==> src/lca_est_ram2r.sv <==
module lca_est_ram2r #(
    parameter int WIDTH = 8,
    parameter int DEPTH = 16
) (
    input  logic                     aclk,
    input  logic                     wr_en,
    input  logic [$clog2(DEPTH)-1:0] wr_addr,
    input  logic [WIDTH-1:0]         wr_data,
    input  logic [$clog2(DEPTH)-1:0] rd_addr_a,
    output logic [WIDTH-1:0]         rd_data_a,
    input  logic [$clog2(DEPTH)-1:0] rd_addr_b,
    output logic [WIDTH-1:0]         rd_data_b
);

    logic [WIDTH-1:0] mem_reg [DEPTH];
    logic [WIDTH-1:0] rd_a_reg;
    logic [WIDTH-1:0] rd_b_reg;

    always_ff @(posedge aclk) begin
        if (wr_en) begin
            mem_reg[wr_addr] <= wr_data;
        end
        rd_a_reg <= mem_reg[rd_addr_a];
        rd_b_reg <= mem_reg[rd_addr_b];
    end

    assign rd_data_a = rd_a_reg;
    assign rd_data_b = rd_b_reg;

endmodule

==> config.mk <==
export PLATFORM = sky130hd
export DESIGN_NAME = lca_est_ram2r
export DESIGN_NICKNAME = d
export VERILOG_FILES = /design/src/lca_est_ram2r.sv
export SDC_FILE = /design/constraint.sdc
export NUM_CORES = 1
export LEC_CHECK = 0
export ABC_CLOCK_PERIOD_IN_PS = 1930
export BUFFER_PORTS_ARGS = -buffer_cell sky130_fd_sc_hd__clkbuf_2
export CAP_MARGIN = 15
export CORE_ASPECT_RATIO = 1.75
export CORE_MARGIN = 4
export CORE_UTILIZATION = 55
export CTS_CLUSTER_SIZE = 14
export DETAILED_ROUTE_END_ITERATION = 10
export PLACE_DENSITY_LB_ADDON = 0.25
export SKIP_LAST_GASP = 1
export SYNTH_ARGS = -nofsm -noshare
export SYNTH_HDL_FRONTEND = slang
export SYNTH_SLANG_ARGS = --single-unit
==> constraint.sdc <==
create_clock -name aclk -period 1.93 [get_ports aclk]
set_input_delay 0.2895 -clock aclk [delete_from_list [all_inputs] [get_ports aclk]]
set_output_delay 0.2895 -clock aclk [all_outputs]
set_load 0.05 [all_outputs]
### Yosys cells after proc, flatten, opt, wreduce, memory -nomap -nowiden

Memories as Yosys holds them, arrays and structs flattened. A register that Yosys moved wholly into a read port is not among the register bits.
Index checks and enable logic that the tools add are counted.

| storage, ports and cells | value |
|---|---|
| register bits | 0 |
| RAM bits | 128 |
| input port bits | 22 |
| output and inout bits | 16 |
| logic and storage cells | 3 |
| memories | 1 |

Memories:

| memory | depth | bits a word | read ports | clocked after Yosys merged registers in | wr ports | RTL line | RTL |
|---|---|---|---|---|---|---|---|
| mem_reg | 16 | 8 | 2 | 2 | 1 | 15 | `logic [WIDTH-1:0] mem_reg [DEPTH];` |

| cells by class | value |
|---|---|
| muxes and demuxes | 2 |

Operators by type and width:

| kind | number |
|---|---|
| 1-bit two-way mux | 2 |

### Logic depth before layout (Yosys ltp)

| logic depth | value |
|---|---|
| word-level depth | 2 |
| depth in mapped cells | 5 |
| depth with buffers taken out | 3 |

### Worst setup path before layout

Ideal clock, no wire load.

| timing | value |
|---|---|
| path type | input -> register |
| from | in wr_addr[2] |
| to | mem mem_reg[0][0], enable pin |
| library setup time | 383 ps |
| arrival | 1399 ps |
| required time | 1547 ps |
| setup slack | 148 ps |
| stages on the path | 2 |
| buffers on the path | 0 |
| cells stage by stage | or3b_2 > nor3_1 |

RTL lines:

| element | RTL line | RTL |
|---|---|---|
| start: declaration | 7 | `input logic [$clog2(DEPTH)-1:0] wr_addr,` |
| end: declaration | 15 |  |

Straight into the memory's write port.

==> impl_metrics.py <==
metrics = {
    "run_status": {
        "status": "finished, final reports clean",
    },
    "worst_setup_path": {
        "cp_num_cells": 3,
        "crit_chain": "mux4_4 > a22oi_1 > nand2_1",
        "rr_startpoint": "mem_reg[3][0]$_DFFE_PP_",
        "critPathLaunch": "mem_reg[3][0]$_DFFE_PP_",
        "crit_type": "flip-flop to flip-flop",
        "startpoint_type": "flip-flop",
        "worstReg2RegEnd": "rd_data_a[0]$_DFF_P_",
        "critPathSlowestCell": "mux4_4",
        "rrSetupSlack_ns": 0.41,
        "path_delay_family": "multiplexers",
        "rr_worst_depth": 3,
        "path_max_fanout": 2,
        "required_ns": 2.23,
        "cp.arrival_ns": 1.82,
        "crit_path_max_incr_delay_ns": 0.63,
        "path_buf_inv": 0,
        "crit_path_end_kind": "flip-flop",
        "endpoint": "rd_data_a[0]$_DFF_P_",
    },
    "floorplanning": {
        "initial_core_util": 0.565,
        "die_y_um": 150,
        "io_pins": 38,
        "row_count": 51,
        "chipWidth_um": 89.2,
        "coreArea_um2": 11200,
        "fp.dieArea_um2": 13400,
    },
    "sta": {
        "final_hold_viol_count": 0,
        "min_period_over_period": 0.788,
        "final_max_slew_viol_count": 0,
        "skew_ns": 0.00663,
        "setup_tns_ns": 0,
        "worstMarginPinSlew_ns": 0.465,
        "max-slew-margin-rel": 0.690,
        "clock.fmax_mhz": 657,
        "finalSetupViolCount": 0,
        "rsz0062_at_grt": "no",
        "period_needed_ns": 1.52,
    },
    "cells_and_area": {
        "largest_reg_flops": 128,
        "synthToLayoutAreaGrowth_pct": 16.9,
        "num_antenna_cells": 0,
        "final_layout_size_suffix_gt1_frac": 0.349,
        "multi_input_area_um2": 2010,
        "fill_cells": 732,
        "layout.nets": 393,
        "stdcell_count": 516,
        "regArea_um2": 4160,
    },
    "drt": {
        "detail_route.first_pass.iterations": 4,
        "viasPerCell": 6.50,
        "drt_iter0_markers": 219,
        "wl_um": 13800,
        "ant_nets": 0,
        "via_count": 3354,
        "drc": 0,
        "wl_per_cell_um": 26.7,
    },
    "global_routing": {
        "grt_pass1_wl_um": 20900,
        "grt_util_all_layers": 0.226,
        "grt_pass1_vias": 3509,
        "antenna_found_initial": 0,
        "grt_max_degree": 33,
        "grt_overflow_total": 0,
    },
    "place": {
        "portBuffers": 37,
        "dp_hpwl_um": 9130,
        "gp_congestion": 0.809,
        "dp_cells": 484,
    },
    "power_and_ir_drop": {
        "leakagePower_nw": 2.62,
        "power.density_nw_per_um2": 1020,
        "ir_drop_uv": 960,
    },
    "clocking": {
        "h-tree-depth": 4,
        "post_cts_buffers": 0,
        "worstSkewPairLatency_ns": 0.42,
        "cts_tree": "done",
        "cts.sinks": 144,
        "cts_buffers": 17,
        "cts-hold-fix-buffers": 0,
        "clkTransAtPathRegs_ns": 0.06,
        "post_cts_resized": 0,
        "cts-root-buf": "clkbuf_16",
        "clock_path_buffers": 2,
    },
    "logic_synthesis": {
        "synth_seq_cells": 144,
        "synthesis.nets": 329,
        "netlist_top_cells_count": "128 x edfxtp_1, 34 x mux4_2, 32 x a22oi_1, 28 x mux4_1, 17 x nand2_1",
        "synth_largest_area_cell": "edfxtp_1",
        "syn_area_per_cell_um2": 20.7,
        "async_flop_share": 0,
        "synth_area_leaders": "edfxtp_1 61%, mux4_2 12%, mux4_1 12%",
        "synth_edf_count": 128,
        "ys_types": 20,
        "synth_top_area_share": 0.606,
        "syn_inst": 307,
        "synth_most_common_cell": "edfxtp_1",
        "ys_warn_count": 0,
        "synth_ff_type": "edfxtp_1",
        "synth_area_um2": 6350,
        "seq_area_frac_synth": 0.656,
    },
    "worst_hold_path": {
        "worstHoldPathType": "input pin to flip-flop",
    },
    "job": {
        "max_cap_violations": 0,
    },
}
## per-layer routing
| metal | vias up | part of all wire | global-route usage |
|---|---|---|---|
| met2 | 110 | 0.56 | 0.380 |
| met5 | - | 0 | 0 |
| li1 | 1477 | - | - |
| met3 | 21 | 0.057 | 0.0515 |
| met4 | 0 | 0.018 | 0.0946 |
| met1 | 1746 | 0.36 | 0.278 |
## worst min-delay path by stage
stage / start / end / slack, ns / depth (start not counted)
3_5_place_dp: mem_reg[14][7]$_DFFE_PP_ / rd_data_b[7]$_DFF_P_ / 0.69 / 3
6_report: wr_data[7] / mem_reg[3][7]$_DFFE_PP_ / 0.29 / 1
2_1_floorplan: wr_data[0] / mem_reg[0][0]$_DFFE_PP_ / 0.39 / 0
3_3_place_gp: mem_reg[14][4]$_DFFE_PP_ / rd_data_b[4]$_DFF_P_ / 0.67 / 3
4_1_cts: wr_data[4] / mem_reg[10][4]$_DFFE_PP_ / 0.28 / 1
5_1_grt: wr_data[4] / mem_reg[12][4]$_DFFE_PP_ / 0.31 / 1
## cells in the final DEF, fill, tap and decap left out, drive strengths merged
cell and n:
clkinv 2, inv 8, nor3 4, or3b 1, clkbuf 54, and2 2, buf 28, a22oi 32
clkinvlp 2, and2b 2, nor2 14, mux4 64, bufinv 3, nor2b 2, nand2 17, nand3 1
nand2b 2, dfxtp 16, edfxtp 128, nand3b 2
## per-stage QoR
stage	setup WS [ns]	hold slack [ns]	total power [mW]	util	cell area, um2
after global routing	0.361	0.312	7.83	0.661	7420
after detailed placement	0.107	0.693	4.25	0.605	6800
after floorplan	0.148	0.388	4.03	-	6350
after global placement	0.132	0.669	4.23	0.605	6800
after CTS	0.399	0.285	7.63	0.661	7420
final	0.409	0.289	7.59	0.661	7420
## cell type report
| type | count | area share |
|---|---|---|
| clock buffers | 17 | 0.0573 |
| multi-input cells | 143 | 0.271 |
| repair buffers | 65 | 0.0617 |
| flip-flops and latches | 144 | 0.561 |
| well taps | 132 | 0.0223 |
| clock inverters | 15 | 0.0266 |
## where the power goes
group	total (mW)	internal (mW)	leakage (nW)	switching (mW)
clock	3.41	2.08	0.300	1.33
sequential	3.52	3.49	1.29	0.0355
combinational	0.655	0.256	1.03	0.399
## kinds of logic (layout without fill, tap and decap cells)
logic type             after synthesis  in the layout  synth area share
AO/OA/AOI/OAI                       32             32            0.0379
buffers and inverters               20             97            0.0272
flip-flops                         144            144             0.656
multiplexers                        64             64             0.244
AND/OR/NAND/NOR                     47             47            0.0343
(Power assumes the default switching activity.)
