[config.mk]
export PLATFORM = sky130hd
export DESIGN_NAME = lca_est_ram
export DESIGN_NICKNAME = d
export VERILOG_FILES = /design/src/lca_est_ram.sv
export SDC_FILE = /design/constraint.sdc
export NUM_CORES = 1
export LEC_CHECK = 0
export ABC_CLOCK_PERIOD_IN_PS = 2100
export BUFFER_PORTS_ARGS = -buffer_cell sky130_fd_sc_hd__buf_4
export CELL_PAD_IN_SITES_DETAIL_PLACEMENT = 0
export CELL_PAD_IN_SITES_GLOBAL_PLACEMENT = 1
export CORE_ASPECT_RATIO = 1.5
export CORE_MARGIN = 2
export CORE_UTILIZATION = 45
export CTS_BUF_LIST = sky130_fd_sc_hd__clkbuf_4 sky130_fd_sc_hd__clkbuf_8
export CTS_CLUSTER_DIAMETER = 150
export DETAILED_ROUTE_END_ITERATION = 16
export PLACE_DENSITY = 0.7
export SYNTH_ARGS = -nofsm -noshare
export SYNTH_HDL_FRONTEND = slang
export SYNTH_SLANG_ARGS = --single-unit
[constraint.sdc]
create_clock -name aclk -period 2.1 [get_ports aclk]
set_clock_uncertainty 0.15 [all_clocks]
set_input_delay 0.42 -clock aclk [delete_from_list [all_inputs] [get_ports aclk]]
set_output_delay 0.42 -clock aclk [all_outputs]
set_load 0.01 [all_outputs]
[src/lca_est_ram.sv]
module lca_est_ram #(
    parameter int WIDTH = 8,
    parameter int DEPTH = 16
) (
    input  logic                     aclk,
    input  logic                     wr_en,
    input  logic [$clog2(DEPTH)-1:0] wr_addr,
    input  logic [WIDTH-1:0]         wr_data,
    input  logic [$clog2(DEPTH)-1:0] rd_addr,
    output logic [WIDTH-1:0]         rd_data
);

    logic [WIDTH-1:0] mem_reg [DEPTH];
    logic [WIDTH-1:0] rd_data_reg;

    always_ff @(posedge aclk) begin
        if (wr_en) begin
            mem_reg[wr_addr] <= wr_data;
        end
        rd_data_reg <= mem_reg[rd_addr];
    end

    assign rd_data = rd_data_reg;

endmodule

# Yosys cells after proc, flatten, opt, wreduce, memory -nomap -nowiden
# Memory sizes are Yosys's and may differ from the RTL's. A register that Yosys moved wholly into a read port is not among the register bits.
# Cells that the tools add are included.
[word_totals] ff_bits=0 ram_bits=128 in_bits=18 out_inout_bits=8 word_cells=3 memories=1
[memory_table] memory="mem_reg" words=16 width=8 rd=1 rd_clocked_by_memory_dff=1 write_ports=1 line="13" rtl="logic [WIDTH-1:0] mem_reg [DEPTH];"
[classes] mux=2
[ops] operator="two-way mux 1 bit" count=2

# Longest topological paths before layout
# Gate-level depths: netlist of the first run.
[logic_depth] ltp_word=2 mapped_depth=5 ltp_nobuf=3

# Worst setup path before layout of the first run
# Ideal clock, no wire load.
[synth_timing] kind="input to register" start="input wr_addr[2]" end="memory mem_reg[0][0] (enable)" setup_ps=383 arrival_ps=1530 required_ps=1567 slack_ps=37 stages=2 n_path_buf=0 path_cell_list="or3b_2 nor3_1"
[synth_lines] element="start, declared" line="7" rtl="input logic [$clog2(DEPTH)-1:0] wr_addr,"
[synth_lines] element="end, declared" line="13"
# Straight into the memory's write port.

==> key figures, run 1 <==
Floorplanning
  • Std cell rows: 47
  • I/O pin cnt: 26
  • Die Ht: 135 um
  • Chip Width: 91.3 um
  • Initial core utilization: a little under half
  • CORE AREA: around 11000 um2
  • Die ar.: around 12000 um2

Worst setup path
  • Max incr delay on CP: 560 ps
  • Setup CP Type: input port to flop
  • Startpoint Class: input port
  • Worst path slowest cell: mux4_1
  • CP arrival: 1690 ps
  • CP cell instances: buf_4 -> buf_12 -> mux4_1 -> a22oi_1 -> nand2_1
  • Critical Path Sink Type: flop
  • Critical path peak fanout: 14
  • Worst Path Buf+Inv: 2
  • CP top delay family: multiplexers
  • Worst Path Required: around 2300 ps

Drt
  • DRT antenna net count: 0
  • Vias: about 2400
  • Drc violations: 0
  • DR iter-0 viols: approximately 160
  • Final WL: a little under 10000 um
  • Routed len/inst: between 20 and 25 um
  • 1st-pass router iterations: 4
  • Vias per cell: 5.39

Timing
  • Fin crit period: about 1500 ps
  • Fmax: approximately 660 MHz
  • Period utilization: between 70 and 80%
  • Final Max Slew Viols: 0
  • RSZ-0062 raised after global routing: false
  • Worst slew pin tran: 393 ps
  • Endpoints failing hold: 0
  • Sum Neg Setup Slack: 0 ps
  • Final setup viols: 0
  • Max_slew headroom: between 70 and 80%

Placement
  • Post-DP HPWL: between 6000 and 7000 um
  • GP Congestion: 0.737
  • # port buffers: 25
  • DP Area: 5700 um2
  • Dpl cells: between 400 and 500

Cells and area
  • Fill count: 858
  • Growth of design area from synthesis to finish: 18.2%
  • Register area: around 4000 um2
  • Multi-input logic area: between 1000 and 1500 um2
  • Post-route insts no fill: 453
  • Final instance area: a little over 6000 um2
  • Final net count: 311
  • Layout cell share with drive strength beyond 1: between 30% and 40%
  • Flip-flop count of the largest register after layout: around 130
  • Ant diodes: 0

CTS
  • CTS tree: built
  • CTS Buffer Depth: 2
  • CTS buffer count: 17
  • Hold_buf cts: 0
  • CTS root buffer: clkbuf_8
  • Worst-Skew Late Latency: approximately 430 ps
  • Clk sinks: about 140
  • H-tree levels: 4
  • Clock-pin slew on the worst setup and hold paths: around 80 ps
  • Post_cts resized: 0
  • Post-CTS setup buffers: 0

Power and ir drop
  • Peak VDD IR: between 0.3 and 0.4 mV
  • LEAKAGE: 2.06 nW
  • Switching part of the total: 21.7%
  • Pint: around 4.2 mW
  • Clk pwr share: a little under two fifths
  • Sequential power share: 56.3%
  • Pwr/cell area: around 900 nW/um2
  • Share of total power in combinational logic: 5.8%
  • NetSw: 1.17 mW

Logic synthesis
  • Area share of and/or/nand/nor cells after synthesis: between 3 and 4%
  • Count of cell types in the netlist: 19
  • Top cells by area, synth: edfxtp_1 75%, mux4_2 7.9%, mux4_1 7.1%
  • Ys flop type: edfxtp_1
  • EDFF count, synth: 128
  • Syn_area_per_cell: 22.5 um2
  • Largest family of logic cells by synthesized area: multiplexers
  • Mux contribution to synthesized area: roughly 15%
  • Post-Syn Area: about 5100 um2
  • Async SR Flop Fraction: 0%
  • Commonest cells in the netlist: 128 x edfxtp_1, 18 x mux4_2, 16 x a22oi_1, 14 x mux4_1, 13 x nor2_1
  • Register area share after synthesis: 77.8%
  • Most numerous cell in the Yosys netlist: edfxtp_1
  • Post-Synth XOR/XNOR Area: 0%
  • Synth Area in Adders: 0%
  • Synthesized instance count: between 200 and 250
  • Compound-Gate Fraction of Synth Area: under 10%
  • Synth Warn #: 0
  • Post-synth top area share: approximately 75%
  • Post-Syn Nets: approximately 250
  • Post-synthesis cell type with the largest combined area: edfxtp_1
  • Seq cells post-synth: 136

GRT
  • Grt total ovfl: 0
  • First-pass GRT wire length: around 15000 um
  • Vias in the first global route: 2593
  • Largest net degree at the start of global routing: 18
  • Tot GR Track Use: about 18%
  • Initial antenna violation count: 0

Worst hold path
  • Worst Hold Class: input port to flop

Flow run
  • Max_cap viols: 0

Run status
  • Outcome: finished, final reports clean
[power groups by stage]
stage / clock network (mW) / registers (mW) / logic, mW
CTS: 2.10 / 3.05 / 0.322
global route: 2.21 / 3.05 / 0.343
finish: 2.05 / 3.05 / 0.316
global placement: 0 / 3.11 / 0.318
floorplan: 0 / 3.11 / 0.154
detailed placement: 0 / 3.11 / 0.322
[logic make-up after synthesis]
| group | after synthesis |
|---|---|
| AO/OA/AOI/OAI | 16 |
| buffers and inverters | 10 |
| flip-flops | 136 |
| multiplexers | 32 |
| AND/OR/NAND/NOR | 35 |
[final timing paths]
path | from | to | slack [ps] | cells after the start
min | wr_data[5] | mem_reg[10][5]$_DFFE_PP_ | 140 | 1
max | rd_addr[0] | rd_data[4]$_DFF_P_ | 570 | 5
max reg2reg | mem_reg[1][3]$_DFFE_PP_ | rd_data[3]$_DFF_P_ | 610 | 3
min reg2reg | mem_reg[12][1]$_DFFE_PP_ | rd_data[1]$_DFF_P_ | 520 | 3
[through the flow]
step | util, % | total power, mW | hold slack [ps] | setup slack (ps)
after global placement | 51.2 | 3.42 | 501 | 98.5
after detailed placement | 51.2 | 3.43 | 506 | 110
after global routing | 54.7 | 5.61 | 118 | 513
after floorplan | - | 3.27 | 369 | 37.1
after CTS | 54.7 | 5.47 | 107 | 561
final | 54.7 | 5.41 | 139 | 574
[final cells by class]
cell class              instances  share of cell area (%)
flip-flops and latches        136                    65.8
clock inverters                15                    2.53
repair buffers                 55                    7.40
multi-input cells              83                    17.4
clock buffers                  17                    3.85
well taps                     147                    3.02
[per-layer routing]
layer	wire length, um	part of all wire [%]	vias up	global-route usage (%)
met1	3870	39	1264	20.4
met4	101	1.0	0	6.99
met3	423	4.3	9	5.75
li1	-	-	1100	-
met5	0	0	-	0
met2	5410	55	70	30.1
[placed cells by master, fill, tap and decap left out, types with 2 or more instances in the layout]
cell	Yosys	final
mux4_2	18	18
nor3_1	4	4
nand2b_1	2	2
edfxtp_1	128	128
clkinv_4	0	2
dfxtp_1	8	8
clkinvlp_4	0	6
clkbuf_8	0	17
buf_4	1	52
mux4_1	14	14
inv_6	0	2
clkinv_2	0	2
nor2_1	13	13
buf_12	0	3
bufinv_16	0	2
nand3b_1	2	2
a22oi_1	16	16
nand2_1	9	9
(Power assumes the default switching activity.)
==> run 2, diff against run 1 <==
- ABC_CLOCK_PERIOD_IN_PS: 2100 -> 1200
- clock period: 2.1 -> 1.2 ns (I/O delays scaled with it)
==> key figures, run 2 (synthesis gave the netlist of run 1 again) <==
GRT
  • First-pass GRT wire length: 15400 um (was 15100 um)
  • Grt total ovfl: 0 (unchanged)
  • Initial antenna violation count: 0 (unchanged)
  • Largest net degree at the start of global routing: 23 (was 18)
  • Tot GR Track Use: 17.7% (was 17.5%)
  • Vias in the first global route: 2617 (was 2593)

Drt
  • 1st-pass router iterations: 4 (unchanged)
  • Vias: 2509 (was 2443)
  • Final WL: 9900 um (was 9800 um)
  • DRT antenna net count: 0 (unchanged)
  • Routed len/inst: 20.9 um (was 21.6 um)
  • DR iter-0 viols: 147 (was 163)
  • Drc violations: 0 (unchanged)
  • Vias per cell: 5.30 (was 5.39)

Worst setup path
  • CP arrival: 1600 ps (was 1690 ps)
  • Startpoint Class: flop (was input port)
  • Worst Path Required: 1360 ps (was 2270 ps)
  • FF-to-FF path depth: 3 (unchanged)
  • Worst setup startpoint: mem_reg[3][0]$_DFFE_PP_ (was rd_addr[0])
  • Critical Path Sink Type: flop (unchanged)
  • Worst r2r dst: rd_data[0]$_DFF_P_ (was rd_data[3]$_DFF_P_)
  • Setup CP Type: flop to flop (was input port to flop)
  • Worst R2R Setup Slack: -240 ps (was 610 ps)
  • Critical path peak fanout: 1 (was 14)
  • Critical R2R Launch: mem_reg[3][0]$_DFFE_PP_ (was mem_reg[1][3]$_DFFE_PP_)

CTS
  • H-tree levels: 4 (unchanged)
  • CTS buffer count: 17 (unchanged)
  • Worst-Skew Late Latency: 430 ps (about the same)
  • CTS root buffer: clkbuf_8 (unchanged)
  • Clk sinks: 136 (unchanged)
  • Clock-pin slew on the worst setup and hold paths: 80 ps (about the same)
  • Post-CTS setup buffers: 0 (unchanged)
  • CTS tree: built (unchanged)
  • CTS Buffer Depth: 2 (unchanged)

Timing
  • Final Max Slew Viols: 0 (unchanged)
  • Fmax: between 600 and 700 MHz
  • Max_slew headroom: 33.2% (was 73.8%)
  • Worst slew pin tran: 1000 ps (was 393 ps)
  • Sum Neg Setup Slack: -1920 ps (was 0 ps)
  • Period utilization: 120%
  • RSZ-0062 raised after global routing: true (was false)
  • Fin crit period: 1440 ps
  • Final setup viols: 16 (was 0)
  • Endpoints failing hold: 0 (unchanged)
  • Worst Setup Slack, final: -241 ps (was 574 ps)

Cells and area
  • Ant diodes: 0 (unchanged)
  • Commonest non-fill, non-tap cells in the layout: 128 x edfxtp_1, 42 x buf_4, 32 x mux4_2, 17 x clkbuf_8, 17 x buf_12 (was 128 x edfxtp_1, 52 x buf_4, 18 x mux4_2, 17 x clkbuf_8, 16 x a22oi_1)
  • Final net count: 331 (was 311)
  • Commonest non-fill, non-tap cell in the layout: edfxtp_1 (unchanged)
  • Layout cell share with drive strength beyond 1: 50.6% (was 34.3%)
  • Flip-flop count of the largest register after layout: 128 (unchanged)
  • Growth of design area from synthesis to finish: 29.0% (was 18.2%)
  • Final cell utilization of the core: 59.7% (was 54.7%)
  • Final instance area: 6640 um2 (was 6080 um2)

Placement
  • DP Area: 6030 um2 (was 5700 um2)
  • GP Congestion: 0.735 (was 0.737)
  • Dpl ws: -574 ps (was 110 ps)
  • # port buffers: 25 (unchanged)
  • Post-DP HPWL: 6750 um (was 6680 um)

Floorplanning
  • Initial core utilization: 46.3% (unchanged)
  • CORE AREA: 11100 um2 (unchanged)
  • Chip Width: 91.3 um (unchanged)
  • Die Ht: 135 um (unchanged)
  • Std cell rows: 47 (unchanged)
  • Die ar.: 12300 um2 (unchanged)
  • I/O pin cnt: 26 (unchanged)

Worst hold path
  • Hold Path End: rd_data[0]$_DFF_P_ (was mem_reg[10][5]$_DFFE_PP_)
  • Hold-critical path depth: 4 (was 1)
  • Worst Hold Class: input port to flop (unchanged)
  • Hold path startpoint: rd_addr[1] (was wr_data[5])

Power and ir drop
  • Clk pwr share: 40.7% (was 37.8%)
  • Power Total: 10.2 mW (was 5.41 mW)
  • Share of total power in combinational logic: 7.0% (was 5.8%)
  • Pwr/cell area: 1540 nW/um2 (was 889 nW/um2)
  • NetSw: 2.02 mW (was 1.17 mW)
  • Pint: 8.19 mW (was 4.24 mW)
  • Switching part of the total: 19.8% (was 21.7%)
  • LEAKAGE: 2.22 nW (was 2.06 nW)
  • Peak VDD IR: 0.681 mV (was 0.380 mV)
  • Sequential power share: 52.4% (was 56.3%)

Run status
  • Outcome: finished with violations (was finished, final reports clean)
  • Failing checks: setup timing

Flow run
  • Max_cap viols: 0 (unchanged)
run 2: worst max-delay path by stage:
stage | end | slack, ps | depth (start not counted)
2_1_floorplan | mem_reg[0][0]$_DFFE_PP_ | -290 | 2
3_3_place_gp | rd_data[5]$_DFF_P_ | -560 | 5
3_5_place_dp | rd_data[5]$_DFF_P_ | -570 | 5
4_1_cts | rd_data[0]$_DFF_P_ | -250 | 3
5_1_grt | rd_data[0]$_DFF_P_ | -260 | 3
6_report | rd_data[0]$_DFF_P_ | -240 | 3
run 2: stage by stage:
stage               instances  hold WS, ps
finish                    473          199
global placement          433          386
global route              473          174
floorplan                 229          189
detailed placement        433          399
CTS                       473          173
run 2: worst max-delay path, stage by stage, from the launching register on:
cell and delay [ps]:
edfxtp_1 370, mux4_2 500, a22oi_2 200, nand2_1 100
run 2: area by class of cell:
cell class | instances | area, um2
flip-flops and latches | 136 | 4010
well taps | 147 | 184
clock inverters | 13 | 203
multi-input cells | 83 | 1160
repair buffers | 75 | 826
fillers | 786 | 4480
clock buffers | 19 | 249
run 2: metal layers:
metal / share of wire [%] / vias up / global-route usage, %
met5: 0 / - / 0
met4: 1.6 / 0 / 6.31
met3: 2.7 / 13 / 5.02
met2: 55 / 48 / 30.2
met1: 41 / 1321 / 21.8
li1: - / 1127 / -
run 2: what timing repair did:
| item | CTS | global route |
|---|---|---|
| setup endpoints to repair | 16 | 16 |
| gates resized for setup | 20 | 4 |
| pin swaps | 4 | 2 |
| hold endpoints to repair | 128 | 0 |
| hold buffers | 8 | 0 |
run 2: power groups by stage:
stage / logic (mW) / registers [mW] / clock network [mW]
after floorplan: 0.317 / 5.45 / 0
after global placement: 0.653 / 5.44 / 0
after detailed placement: 0.665 / 5.44 / 0
after CTS: 0.720 / 5.35 / 4.23
after global routing: 0.766 / 5.35 / 4.42
final: 0.710 / 5.35 / 4.15
